File: config.mk
export PLATFORM = sky130hd
export DESIGN_NAME = newton_square_root_double_unit
export DESIGN_NICKNAME = d
export VERILOG_FILES = /design/src/rtl/core/nsqrt_pkg.sv /design/src/rtl/core/nsqrt_dp.sv /design/src/rtl/core/nsqrt_ctrl.sv /design/src/rtl/core/newton_square_root_double_unit.sv
export SDC_FILE = /design/constraint.sdc
export NUM_CORES = 2
export LEC_CHECK = 0
export BUFFER_PORTS_ARGS = -buffer_cell sky130_fd_sc_hd__buf_2
export CAP_MARGIN = 20
export CORE_AREA = 8 8 301 303
export DETAILED_ROUTE_END_ITERATION = 10
export DIE_AREA = 0 0 309 311
export GPL_TIMING_DRIVEN = 0
export PLACE_DENSITY = 0.63
export SETUP_SLACK_MARGIN = 0.3
export SYNTH_ARGS = -nofsm -noshare
export SYNTH_HDL_FRONTEND = slang
export SYNTH_SLANG_ARGS = --single-unit
File: constraint.sdc
create_clock -name clock -period 11.5 [get_ports clock]
set_clock_uncertainty 0.1 [all_clocks]
set_input_delay 0.575 -clock clock [delete_from_list [all_inputs] [get_ports clock]]
set_output_delay 0.575 -clock clock [all_outputs]
set_load 0.005 [all_outputs]
File: src/rtl/core/nsqrt_pkg.sv
`default_nettype none
package nsqrt_pkg;

   localparam int MAX_ITERATIONS = 8;
   localparam int ITER_W = $clog2(MAX_ITERATIONS + 1);
   // quotient bits: 53 significand bits and one guard bit
   localparam int DIV_STEPS = 54;
   localparam int DIV_CNT_W = $clog2(DIV_STEPS);
   // working exponent of values near one, two's complement
   localparam int EX_W = 6;
   localparam int E_W = 12;

   typedef enum logic [3:0] {
      CMD_NONE,
      CMD_LOAD,
      CMD_CLASSIFY,
      CMD_NORM_SHIFT,
      CMD_ODD_FIX,
      CMD_ADD,
      CMD_ROUND,
      CMD_DIV_START,
      CMD_DIV_STEP,
      CMD_DIV_ROUND,
      CMD_COMPOSE,
      CMD_OUT_LOAD
   } op_type;

   typedef struct packed {
      op_type op;
      logic   init;
   } cmd_type;

   typedef struct packed {
      logic special;
      logic zero;
      logic lead;
      logic y_eq_z;
   } status_type;

endpackage
`default_nettype wire

File: src/rtl/core/nsqrt_dp.sv
`default_nettype none
module nsqrt_dp (
   input  wire                   clock,
   input  wire  [63:0]           req_operand_bits,
   input  wire nsqrt_pkg::cmd_type cmd,
   output nsqrt_pkg::status_type status,
   output logic [63:0]           rsp_root_bits,
   output logic                  rsp_special_input
);
   import nsqrt_pkg::*;

   logic [63:0]            op_ff;
   logic signed [E_W-1:0]  e_ff;
   logic [52:0]            msig_ff;
   logic signed [EX_W-1:0] mex_ff;
   logic [52:0]            ysig_ff, zsig_ff, qsig_ff;
   logic signed [EX_W-1:0] yex_ff, zex_ff, qex_ff;
   logic [54:0]            rem_ff;
   logic [53:0]            quo_ff;
   logic [56:0]            sum_ff;
   logic signed [EX_W-1:0] sumex_ff;
   logic [63:0]            result_ff;
   logic                   special_ff;
   logic [63:0]            root_ff;
   logic                   rspec_ff;

   logic                   sgn;
   logic [10:0]            ef;
   logic [51:0]            frac;
   logic                   is_special, is_zero;
   logic [10:0]            efx;

   logic [52:0]            a_sig, b_sig, hi_sig, lo_sig;
   logic signed [EX_W-1:0] a_ex, b_ex, hi_ex, lo_ex;
   logic [EX_W-1:0]        align_sh;
   logic [55:0]            lo_ext, lo_sh, lo_mask;
   logic                   lo_sticky;
   logic [56:0]            sum_in;

   logic [55:0]            nv;
   logic signed [EX_W-1:0] nex;
   logic [53:0]            ar;
   logic [52:0]            ar_sig;
   logic signed [EX_W-1:0] ar_ex;

   logic [53:0]            dr;
   logic [52:0]            dr_sig;
   logic signed [EX_W-1:0] dr_ex;
   logic [54:0]            ysig_ext;

   logic signed [E_W-1:0]  half_e;
   logic [E_W-1:0]         exp_sum;

   function automatic logic [53:0] rne(input logic [52:0] sig, input logic g,
                                       input logic s);
      logic up;
      up = g & (s | sig[0]);
      return {1'b0, sig} + {53'd0, up};
   endfunction

   // operand classes
   always_comb begin
      sgn        = op_ff[63];
      ef         = op_ff[62:52];
      frac       = op_ff[51:0];
      is_special = (ef == 11'h7FF) && ((frac != 52'd0) || !sgn);
      is_zero    = (ef == 11'h7FF) || sgn || ((ef == 11'd0) && (frac == 52'd0));
      efx        = (ef == 11'd0) ? 11'd1 : ef;
   end

   // adder alignment
   always_comb begin
      if (cmd.init) begin
         a_sig = {1'b1, 52'd0};
         a_ex  = '0;
         b_sig = msig_ff;
         b_ex  = mex_ff;
      end else begin
         a_sig = ysig_ff;
         a_ex  = yex_ff;
         b_sig = qsig_ff;
         b_ex  = qex_ff;
      end
      if (b_ex > a_ex) begin
         hi_sig = b_sig; hi_ex = b_ex; lo_sig = a_sig; lo_ex = a_ex;
      end else begin
         hi_sig = a_sig; hi_ex = a_ex; lo_sig = b_sig; lo_ex = b_ex;
      end
      align_sh  = EX_W'(hi_ex - lo_ex);
      lo_ext    = {lo_sig, 3'b000};
      lo_sh     = lo_ext >> align_sh;
      lo_mask   = ~({56{1'b1}} << align_sh);
      lo_sticky = |(lo_ext & lo_mask);
      sum_in    = {1'b0, hi_sig, 3'b000} + {1'b0, lo_sh[55:1], lo_sh[0] | lo_sticky};
   end

   // adder normalize and round
   always_comb begin
      if (sum_ff[56]) begin
         nv  = {sum_ff[56:2], sum_ff[1] | sum_ff[0]};
         nex = sumex_ff + EX_W'(1);
      end else begin
         nv  = sum_ff[55:0];
         nex = sumex_ff;
      end
      ar = rne(nv[55:3], nv[2], nv[1] | nv[0]);
      if (ar[53]) begin
         ar_sig = {1'b1, 52'd0};
         ar_ex  = nex + EX_W'(1);
      end else begin
         ar_sig = ar[52:0];
         ar_ex  = nex;
      end
   end

   // quotient round
   always_comb begin
      ysig_ext = {2'b00, ysig_ff};
      dr = rne(quo_ff[53:1], quo_ff[0], rem_ff != 55'd0);
      if (dr[53]) begin
         dr_sig = {1'b1, 52'd0};
         dr_ex  = qex_ff + EX_W'(1);
      end else begin
         dr_sig = dr[52:0];
         dr_ex  = qex_ff;
      end
   end

   always_comb begin
      half_e  = e_ff >>> 1;
      exp_sum = half_e + {{(E_W - EX_W){yex_ff[EX_W-1]}}, yex_ff} + E_W'(1023);
   end

   always_ff @(posedge clock) begin
      case (cmd.op)
         CMD_LOAD: begin
            op_ff <= req_operand_bits;
         end
         CMD_CLASSIFY: begin
            result_ff  <= is_special ? op_ff : 64'd0;
            special_ff <= is_special;
            msig_ff    <= {ef != 11'd0, frac};
            mex_ff     <= -EX_W'(1);
            e_ff       <= $signed({1'b0, efx} - E_W'(1022));
         end
         CMD_NORM_SHIFT: begin
            msig_ff <= {msig_ff[51:0], 1'b0};
            e_ff    <= e_ff - E_W'(1);
         end
         CMD_ODD_FIX: begin
            if (e_ff[0]) begin
               e_ff   <= e_ff - E_W'(1);
               mex_ff <= '0;
            end
         end
         CMD_ADD: begin
            sum_ff   <= sum_in;
            sumex_ff <= hi_ex;
         end
         CMD_ROUND: begin
            // result halved exactly
            ysig_ff <= ar_sig;
            yex_ff  <= ar_ex - EX_W'(1);
            if (cmd.init) begin
               zsig_ff <= '0;
               zex_ff  <= '0;
            end else begin
               zsig_ff <= ysig_ff;
               zex_ff  <= yex_ff;
            end
         end
         CMD_DIV_START: begin
            quo_ff <= '0;
            if (msig_ff < ysig_ff) begin
               rem_ff <= {1'b0, msig_ff, 1'b0};
               qex_ff <= mex_ff - yex_ff - EX_W'(1);
            end else begin
               rem_ff <= {2'b00, msig_ff};
               qex_ff <= mex_ff - yex_ff;
            end
         end
         CMD_DIV_STEP: begin
            if (rem_ff >= ysig_ext) begin
               quo_ff <= {quo_ff[52:0], 1'b1};
               rem_ff <= {rem_ff[53:0] - ysig_ext[53:0], 1'b0};
            end else begin
               quo_ff <= {quo_ff[52:0], 1'b0};
               rem_ff <= {rem_ff[53:0], 1'b0};
            end
         end
         CMD_DIV_ROUND: begin
            qsig_ff <= dr_sig;
            qex_ff  <= dr_ex;
         end
         CMD_COMPOSE: begin
            result_ff  <= {1'b0, exp_sum[10:0], ysig_ff[51:0]};
            special_ff <= 1'b0;
         end
         CMD_OUT_LOAD: begin
            root_ff  <= result_ff;
            rspec_ff <= special_ff;
         end
         default: begin
         end
      endcase
   end

   assign status.special = is_special;
   assign status.zero    = is_zero;
   assign status.lead    = msig_ff[52];
   assign status.y_eq_z  = (ysig_ff == zsig_ff) && (yex_ff == zex_ff);

   assign rsp_root_bits     = root_ff;
   assign rsp_special_input = rspec_ff;

endmodule
`default_nettype wire

File: src/rtl/core/nsqrt_ctrl.sv
`default_nettype none
module nsqrt_ctrl (
   input  wire                   clock,
   input  wire                   reset,
   input  wire                   req_valid,
   output logic                  req_stall,
   output logic                  rsp_valid,
   input  wire                   rsp_stall,
   input  wire nsqrt_pkg::status_type status,
   output nsqrt_pkg::cmd_type    cmd
);
   import nsqrt_pkg::*;

   typedef enum logic [3:0] {
      ST_IDLE, ST_CLASSIFY, ST_NORM, ST_ADD, ST_ROUND, ST_CHECK,
      ST_DIV_START, ST_DIV, ST_DIV_ROUND, ST_FINISH
   } state_type;

   state_type              state_ff, state_in;
   logic                   init_ff, init_in;
   logic [ITER_W-1:0]      iter_ff, iter_in;
   logic [DIV_CNT_W-1:0]   dcnt_ff, dcnt_in;
   logic                   valid_ff, valid_in;

   always_comb begin
      state_in = state_ff;
      init_in  = init_ff;
      iter_in  = iter_ff;
      dcnt_in  = dcnt_ff;
      valid_in = valid_ff && rsp_stall;
      cmd.op   = CMD_NONE;
      cmd.init = init_ff;
      case (state_ff)
         ST_IDLE: begin
            if (req_valid) begin
               cmd.op   = CMD_LOAD;
               init_in  = 1'b1;
               iter_in  = '0;
               state_in = ST_CLASSIFY;
            end
         end
         ST_CLASSIFY: begin
            cmd.op   = CMD_CLASSIFY;
            state_in = (status.special || status.zero) ? ST_FINISH : ST_NORM;
         end
         ST_NORM: begin
            // subnormal mantissa moves up one bit a cycle
            if (status.lead) begin
               cmd.op   = CMD_ODD_FIX;
               state_in = ST_ADD;
            end else begin
               cmd.op = CMD_NORM_SHIFT;
            end
         end
         ST_ADD: begin
            cmd.op   = CMD_ADD;
            state_in = ST_ROUND;
         end
         ST_ROUND: begin
            cmd.op  = CMD_ROUND;
            init_in = 1'b0;
            if (init_ff) begin
               state_in = ST_DIV_START;
            end else begin
               iter_in  = iter_ff + ITER_W'(1);
               state_in = ST_CHECK;
            end
         end
         ST_CHECK: begin
            if ((iter_ff == ITER_W'(MAX_ITERATIONS)) || status.y_eq_z) begin
               cmd.op   = CMD_COMPOSE;
               state_in = ST_FINISH;
            end else begin
               state_in = ST_DIV_START;
            end
         end
         ST_DIV_START: begin
            cmd.op   = CMD_DIV_START;
            dcnt_in  = '0;
            state_in = ST_DIV;
         end
         ST_DIV: begin
            cmd.op  = CMD_DIV_STEP;
            dcnt_in = dcnt_ff + DIV_CNT_W'(1);
            if (dcnt_ff == DIV_CNT_W'(DIV_STEPS - 1)) begin
               state_in = ST_DIV_ROUND;
            end
         end
         ST_DIV_ROUND: begin
            cmd.op   = CMD_DIV_ROUND;
            state_in = ST_ADD;
         end
         ST_FINISH: begin
            if (!valid_ff || !rsp_stall) begin
               cmd.op   = CMD_OUT_LOAD;
               valid_in = 1'b1;
               state_in = ST_IDLE;
            end
         end
         default: begin
            state_in = ST_IDLE;
         end
      endcase
   end

   always_ff @(posedge clock) begin
      if (reset) begin
         state_ff <= ST_IDLE;
         init_ff  <= 1'b0;
         iter_ff  <= '0;
         dcnt_ff  <= '0;
         valid_ff <= 1'b0;
      end else begin
         state_ff <= state_in;
         init_ff  <= init_in;
         iter_ff  <= iter_in;
         dcnt_ff  <= dcnt_in;
         valid_ff <= valid_in;
      end
   end

   assign req_stall = (state_ff != ST_IDLE);
   assign rsp_valid = valid_ff;

`ifndef ASSERT_OFF
   a_accept_classify: assert property (@(posedge clock) disable iff (reset)
      (req_valid && !req_stall) |=> (state_ff == ST_CLASSIFY))
      else $error("accepted item not classified");
   a_iter_bound: assert property (@(posedge clock) disable iff (reset)
      iter_ff <= ITER_W'(MAX_ITERATIONS))
      else $error("iteration count past limit");
   a_finish_valid: assert property (@(posedge clock) disable iff (reset)
      (state_ff == ST_FINISH && !(valid_ff && rsp_stall)) |=> (valid_ff && state_ff == ST_IDLE))
      else $error("finished item not presented");
   a_div_only_div: assert property (@(posedge clock) disable iff (reset)
      (state_ff == ST_DIV_ROUND) |-> ($past(state_ff) == ST_DIV))
      else $error("quotient rounded without divide");
`endif

endmodule
`default_nettype wire

File: src/rtl/core/newton_square_root_double_unit.sv
`default_nettype none
// channel  ports                                       direction
// req      req_valid, req_stall, req_operand_bits      in (stall out)
// rsp      rsp_valid, rsp_stall, rsp_root_bits,        out (stall in)
//          rsp_special_input
// one item at a time; special, zero and negative operands skip the newton steps
// finite positive operands run up to 8 newton steps, each one a divide in
// the radix-2 divider that forms a 54-bit quotient
// subnormal operands first shift the significand up until its leading bit is set
// a finished result sits in the output register while the next item starts
// reset is synchronous; no item is taken while one is in flight
module newton_square_root_double_unit (
   input  wire         clock,
   input  wire         reset,
   input  wire         req_valid,
   output logic        req_stall,
   input  wire  [63:0] req_operand_bits,
   output logic        rsp_valid,
   input  wire         rsp_stall,
   output logic [63:0] rsp_root_bits,
   output logic        rsp_special_input
);
   import nsqrt_pkg::*;

   cmd_type    cmd;
   status_type status;

   nsqrt_ctrl u_ctrl (
      .clock     (clock),
      .reset     (reset),
      .req_valid (req_valid),
      .req_stall (req_stall),
      .rsp_valid (rsp_valid),
      .rsp_stall (rsp_stall),
      .status    (status),
      .cmd       (cmd)
   );

   nsqrt_dp u_dp (
      .clock             (clock),
      .req_operand_bits  (req_operand_bits),
      .cmd               (cmd),
      .status            (status),
      .rsp_root_bits     (rsp_root_bits),
      .rsp_special_input (rsp_special_input)
   );

endmodule
`default_nettype wire
# Yosys cells after proc, flatten, opt, wreduce, memory -nomap -nowiden
# Cells that the tools add are included.
[word_totals] reg_bits=630 input_bits=68 output_inout_bits=67 elab_cells=171
[classes] addsub=17 magnitude_cmp=3 eq_ne=32 shifts=2 muxes=49 n_bitwise=9 reduce_logical=35
[ops] op="2-to-1 mux 53 bit" n=4
[ops] op="one-hot mux 64 bit (2 select lines)" n=1
[ops] op="one-hot mux 55 bit (2 select lines)" n=1
[ops] op="adder 53 x 1 -> 54 bit" n=2
[ops] op="one-hot mux 54 bit (2 select lines)" n=1
[ops] op="one-hot mux 53 bit (2 select lines)" n=1
[ops] op="one-hot mux 4 bit (10 select lines)" n=2
[ops] op="2-to-1 mux 64 bit" n=1
[ops] op="adder 56 x 56 -> 57 bit" n=1
[ops] op="bitwise AND 56 bit" n=1
[ops] op="2-to-1 mux 56 bit" n=1
[ops] op="inverter 56 bit" n=1
[ops] op="OR reduction 56 bit" n=1
[ops] op="<< shifter 56 x 6 -> 56 bit (first input constant)" n=1
[ops] op=">> shifter 56 x 6 -> 56 bit" n=1
[ops] op="greater-or-equal comparator 55 x 53 -> 1 bit" n=1
[ops] op="2-to-1 mux 55 bit" n=1
[ops] op="nonzero test 55 bit" n=1
[ops] op="2-to-1 mux 54 bit" n=1
[ops] op="2-to-1 mux 6 bit" n=9
[ops] op="subtractor 54 x 53 -> 54 bit" n=1
[ops] op="equality test 53 bit" n=1
[ops] op="< comparator 53 bit" n=1
[ops] op="logical NOT 52 bit" n=1
[ops] op="44 further kinds" n=110

# Depth between registers and ports, before layout
[depth] word_depth=10 ltp_mapped=35 mapped_depth_nobuf=32

# Hierarchy
# From an unflattened synthesis, not the netlist that was laid out.
[unflattened] hier_cells=4365 hier_area_um2=42002.8
[modules_own_cells] module="nsqrt_dp" n_inst=1 cells_each=4220 area_each_um2=40890.5 seq_area_each_um2=18287.5
[modules_own_cells] module="nsqrt_ctrl" n_inst=1 cells_each=145 area_each_um2=1112.3 seq_area_each_um2=320.3

# Worst setup path before layout
# OpenSTA, ideal clock, no wires.
[synth_timing] kind="register to register" start="register u_ctrl.state_ff[0]" end="register u_dp.yex_ff[0] (enable)" setup_ns=0.744 arrival_time_ns=8.677 t_required_ns=10.656 setup_slack_ns=1.979 stages_incl_launch_ff=3 path_buffers=1 synth_period_minus_slack_ns=9.521 path_cell_list="dfxtp_1 clkbuf_1 nor3_1"
[synth_via] elab_chain_cells=3 elab_cells_between_ends=12 cone_classes="10 x eq/ne; 1 x mux; 1 x reduce/logical"
[synth_rtl] item="start, declared" line="nsqrt_ctrl.sv:19" rtl="state_type state_ff, state_in;"
[synth_rtl] item="start signal, assigned" line="nsqrt_ctrl.sv:114" rtl="state_ff <= state_in;"
[synth_rtl] item="equality test 4 bit (tied with other cells)" line="nsqrt_ctrl.sv:33" rtl="case (state_ff)"
[synth_rtl] item="one-hot mux 4 bit (10 select lines) *" line="nsqrt_ctrl.sv:33"
[synth_rtl] item="equality test 4 x 3 -> 1 bit *" line="nsqrt_dp.sv:135" rtl="case (cmd.op)"
[synth_rtl] item="end signal, assigned" line="nsqrt_dp.sv:163" rtl="yex_ff <= ar_ex - EX_W'(1);"
[synth_rtl] item="end, declared" line="nsqrt_dp.sv:17" rtl="logic signed [EX_W-1:0] yex_ff, zex_ff, qex_ff;"
# Mark *: on every way between the ends. The rest lies on a longest branch, timed or not.
# A chain may end at the register's enable or synchronous reset.

# Worst setup path in the final report
[layout_timing] start="register u_ctrl.init_ff" end="register u_dp.sum_ff[50] (data pin)"
[layout_via] elab_chain_cells=10 elab_cells_between_ends=17 cone_classes="2 x add/sub; 1 x order compare; 2 x shift; 8 x mux; 3 x bitwise; 1 x reduce/logical"
[layout_rtl] item="start, declared" line="nsqrt_ctrl.sv:20" rtl="logic init_ff, init_in;"
[layout_rtl] item="start signal, assigned" line="nsqrt_ctrl.sv:115" rtl="init_ff <= init_in;"
[layout_rtl] item="2-to-1 mux 6 bit" line="nsqrt_dp.sv:73" rtl="if (cmd.init) begin"
[layout_rtl] item="> comparator 6 bit" line="nsqrt_dp.sv:84" rtl="if (b_ex > a_ex) begin"
[layout_rtl] item="2-to-1 mux 6 bit" line="nsqrt_dp.sv:84"
[layout_rtl] item="subtractor 6 bit" line="nsqrt_dp.sv:89" rtl="align_sh = EX_W'(hi_ex - lo_ex);"
[layout_rtl] item="<< shifter 56 x 6 -> 56 bit" line="nsqrt_dp.sv:92" rtl="lo_mask = ~({56{1'b1}} << align_sh);"
[layout_rtl] item="inverter 56 bit" line="nsqrt_dp.sv:92"
[layout_rtl] item="bitwise AND 56 bit" line="nsqrt_dp.sv:93" rtl="lo_sticky = |(lo_ext & lo_mask);"
[layout_rtl] item="OR reduction 56 bit" line="nsqrt_dp.sv:93"
[layout_rtl] item="OR 1 bit" line="nsqrt_dp.sv:94" rtl="sum_in = {1'b0, hi_sig, 3'b000} + {1'b0, lo_sh[55:1], lo_sh[0] | lo_sticky};"
[layout_rtl] item="adder 56 x 56 -> 57 bit *" line="nsqrt_dp.sv:94"
[layout_rtl] item="net u_dp.sum_in[50]" line="nsqrt_dp.sv:38" rtl="logic [56:0] sum_in;"
[layout_rtl] item="end signal, assigned" line="nsqrt_dp.sv:157" rtl="sum_ff <= sum_in;"
[layout_rtl] item="end, declared" line="nsqrt_dp.sv:20" rtl="logic [56:0] sum_ff;"
# Mark *: on every way through the listed nets, which the timed path passes. The rest lies on a longest branch.

==> impl_metrics.ini <==
[timing]
timing.final.crit_share_pct = 94.4
report.final.slew_viol_count = 0
relSlewSlack_pct = 22.0
hold_viol = 0
rsz0062_at_grt = false
fin_crit_ns = 10.85
worstMarginPinSlew_ns = 1.17
max_freq_ghz = 0.0921
finalSetupViolations = 0
setup_tns_ns = 0
whs_ns = 0.0263

[setup_path]
crit_arrival_ns = 11.17
critPathMostFrequentCell = o21ai_0
worstPathMaxFanout = 10
slowest_stage = clkbuf_1
required_ns = 11.82
crit_buf_inv = 6
worstSetupEndpointType = flip-flop
critPathLaunchType = flip-flop
crit_type = flip-flop to flip-flop
cpPeakStageDelay_ns = 0.60
path_delay_family = compound AO/OA/AOI/OAI gates

[cts]
cts_tree = done
clockRootBuffer = clkbuf_16
htreeDepth = 3
cts.sinks = 625
cts_made_buffers = 73
clkTransAtPathRegs_ns = 0.06
clock_path_buffers = 3
clkLatencyLatePin_ns = 0.67

[finish]
fin_nets = 4683
final_common_cell = edfxtp_1
mostFrequentLayoutCells = edfxtp_1 (609), nor2_1 (350), nand2_1 (311)
fin_util_pct = 56.1
final_layout_size_suffix_gt1_share_pct = 11.0
design_area_mm2 = 0.0482
n_fill_cell = 7649
syn2layout_area_growth_pct = 13.3

[floorplan]
core_mm2 = 0.0859
io_pins = 135
die_width_um = 309
die-area_mm2 = 0.0961
start_util_pct = 49.5
die_h_um = 311
core.rowCount = 108

[placed_design]
dp_hpwl_um = 133000
placed_area_mm2 = 0.0451
place.gp.congestion = 1.06
portBuffers = 134

[global_route]
grt_pass1_vias = 33500
grt_first_pass_wirelength_um = 239000
grt_overflow = 0
antenna_found_initial = 6
grt_max_degree = 92
grt_usage_pct = 34.0

[pwr]
power_leakage_nw = 19.1
max-vdd-ir-drop_uv = 196
power_density_mw_per_mm2 = 294

[synth]
async_reset_ff_share_pct = 0
seq_area_frac_synth_pct = 43.7
syn_avg_cell_area_um2 = 10.3
synth_edf_count = 609
ys.warnings.count = 0
synthesis.nets = 4388
synth_cell_type_count = 90
netlist_instances = 4111
syn-cell-area_mm2 = 0.0425
synth_seq_cells = 625
synth_ff_type = edfxtp_1

[routing]
antenna_left = 0
drt_iter0_drc = 4809
wl_um = 169000
viasPerCell = 6.42
drc = 0
wire_per_inst_um = 30.0
drtPass1Iterations = 6
vias = 36100

[run_status]
outcome = complete, no violations

[hold_path]
hold_class = input pin to flip-flop

[run]
maxCapViolations = 0
[power by group]
| part | switching [mW] | total, mW | internal [mW] |
|---|---|---|---|
| Clock | 1.01 | 2.37 | 1.36 |
| Sequential | 0.337 | 3.41 | 3.08 |
| Combinational | 5.60 | 8.38 | 2.78 |
| Total | 6.95 | 14.2 | 7.21 |
[cells in the mapped netlist, types with 10 or more instances]
cell type  number  share of area (%)
xor2_1        164                3.4
nand3_1       101                1.2
nor3_1         51               0.60
edfxtp_1      609                 43
nand2b_1       44               0.65
nor4_1         62               0.91
dfxtp_1        16               0.75
a22oi_1        10               0.18
o22ai_1        22               0.32
clkbuf_1      135                1.2
and4_1         11               0.23
xnor2_1       174                3.6
o31ai_1        10               0.18
nor2b_1        38               0.56
mux2_2         84                2.2
nand2_1       311                2.7
nand4_1        60               0.88
a21o_1        115                2.0
a221o_1        10               0.24
inv_1         177                1.6
a31oi_1        40               0.59
a21oi_1       246                2.9
o21bai_1       22               0.39
and3_1         48               0.71
buf_2          41               0.48
or3_1          13               0.19
o21a_1         24               0.42
o211ai_1       25               0.44
a22o_1         53                1.1
buf_1          22               0.19
a211oi_1       70                1.2
nor2_1        351                3.1
and2_1         73                1.1
mux2i_1       285                6.7
o21ai_0       187                2.2
ha_1          205                6.0
mux4_2         47                2.5
[repair_timing]
item,in CTS,in global routing
gates resized for setup,5,10
setup endpoints to repair,22,17
hold endpoints to repair,60,0
setup buffers,0,0
gates cloned,0,0
hold buffers,60,0
[registers in the layout, summed over array words and instances, names as in the netlist, 12 cells and up]
signal	flops
u_dp.e_ff	12
u_dp.zsig_ff	53
u_dp.ysig_ff	53
u_dp.rsp_root_bits	64
u_dp.sum_ff	57
u_dp.msig_ff	53
u_dp.quo_ff	54
u_dp.result_ff	64
u_dp.qsig_ff	53
u_dp.rem_ff	55
u_dp.op_ff	64
[cell families after synthesis]
logic type	after synthesis	share of synthesized area [%]
fa+ha+maj	209	6.22
xor+xnor	338	6.96
simple gates	1200	13.6
mux	417	11.4
compound gates	941	14.5
buf+inv	381	3.54
flops	625	43.7
[path summary, 6_finish.rpt]
kind                         from                      to  slack (ns)  depth (start not counted)
max                u_ctrl.init_ff         u_dp.sum_ff[50]        0.65                         31
min          req_operand_bits[53]          u_dp.op_ff[53]        0.03                          1
max reg2reg        u_ctrl.init_ff         u_dp.sum_ff[50]        0.65                         31
min reg2reg    u_dp.result_ff[24]  u_dp.rsp_root_bits[24]        0.31                          0
[cell type report]
class | instances | area [µm²] | share of cell area, %
inverters | 178 | 673 | 1.40
clock buffers | 91 | 1920 | 3.98
flip-flops and latches | 625 | 18600 | 38.6
diodes | 2 | 5.00 | 0.0104
plain buffers | 203 | 847 | 1.76
multi-input cells | 3105 | 22500 | 46.7
clock inverters | 45 | 502 | 1.04
repair buffers | 220 | 1690 | 3.51
well taps | 1155 | 1450 | 3.00
[through the flow]
step | std cells | worst slack, ns | total power [mW]
2_1_floorplan | 4111 | 1.98 | 8.53
3_3_place_gp | 5400 | -1.72 | 11.4
3_5_place_dp | 5426 | -0.681 | 11.4
4_1_cts | 5622 | 0.368 | 13.8
5_1_grt | 5622 | 0.315 | 14.7
6_report | 5624 | 0.647 | 14.2
[layer usage]
layer | up-vias | wire length, µm | GRT usage, % | share of wire [%]
met1 | 17500 | 68300 | 46.4 | 40
met5 | - | 11 | 0 | 0.0065
li1 | 15900 | - | - | -
met3 | 471 | 18500 | 7.98 | 11
met4 | 2 | 11700 | 19.3 | 6.9
met2 | 2211 | 70400 | 49.4 | 42
[worst register-to-register path: cells and delay by family (launching register included)]
kind | cells | cell delay [ns]
compound gates | 16 | 4.59
buf+inv | 6 | 2.59
fa+ha+maj | 3 | 1.11
xor+xnor | 2 | 0.93
simple gates | 3 | 0.74
flops | 1 | 0.39
mux | 1 | 0.17
Note: power is estimated with default switching activity, not from simulation.
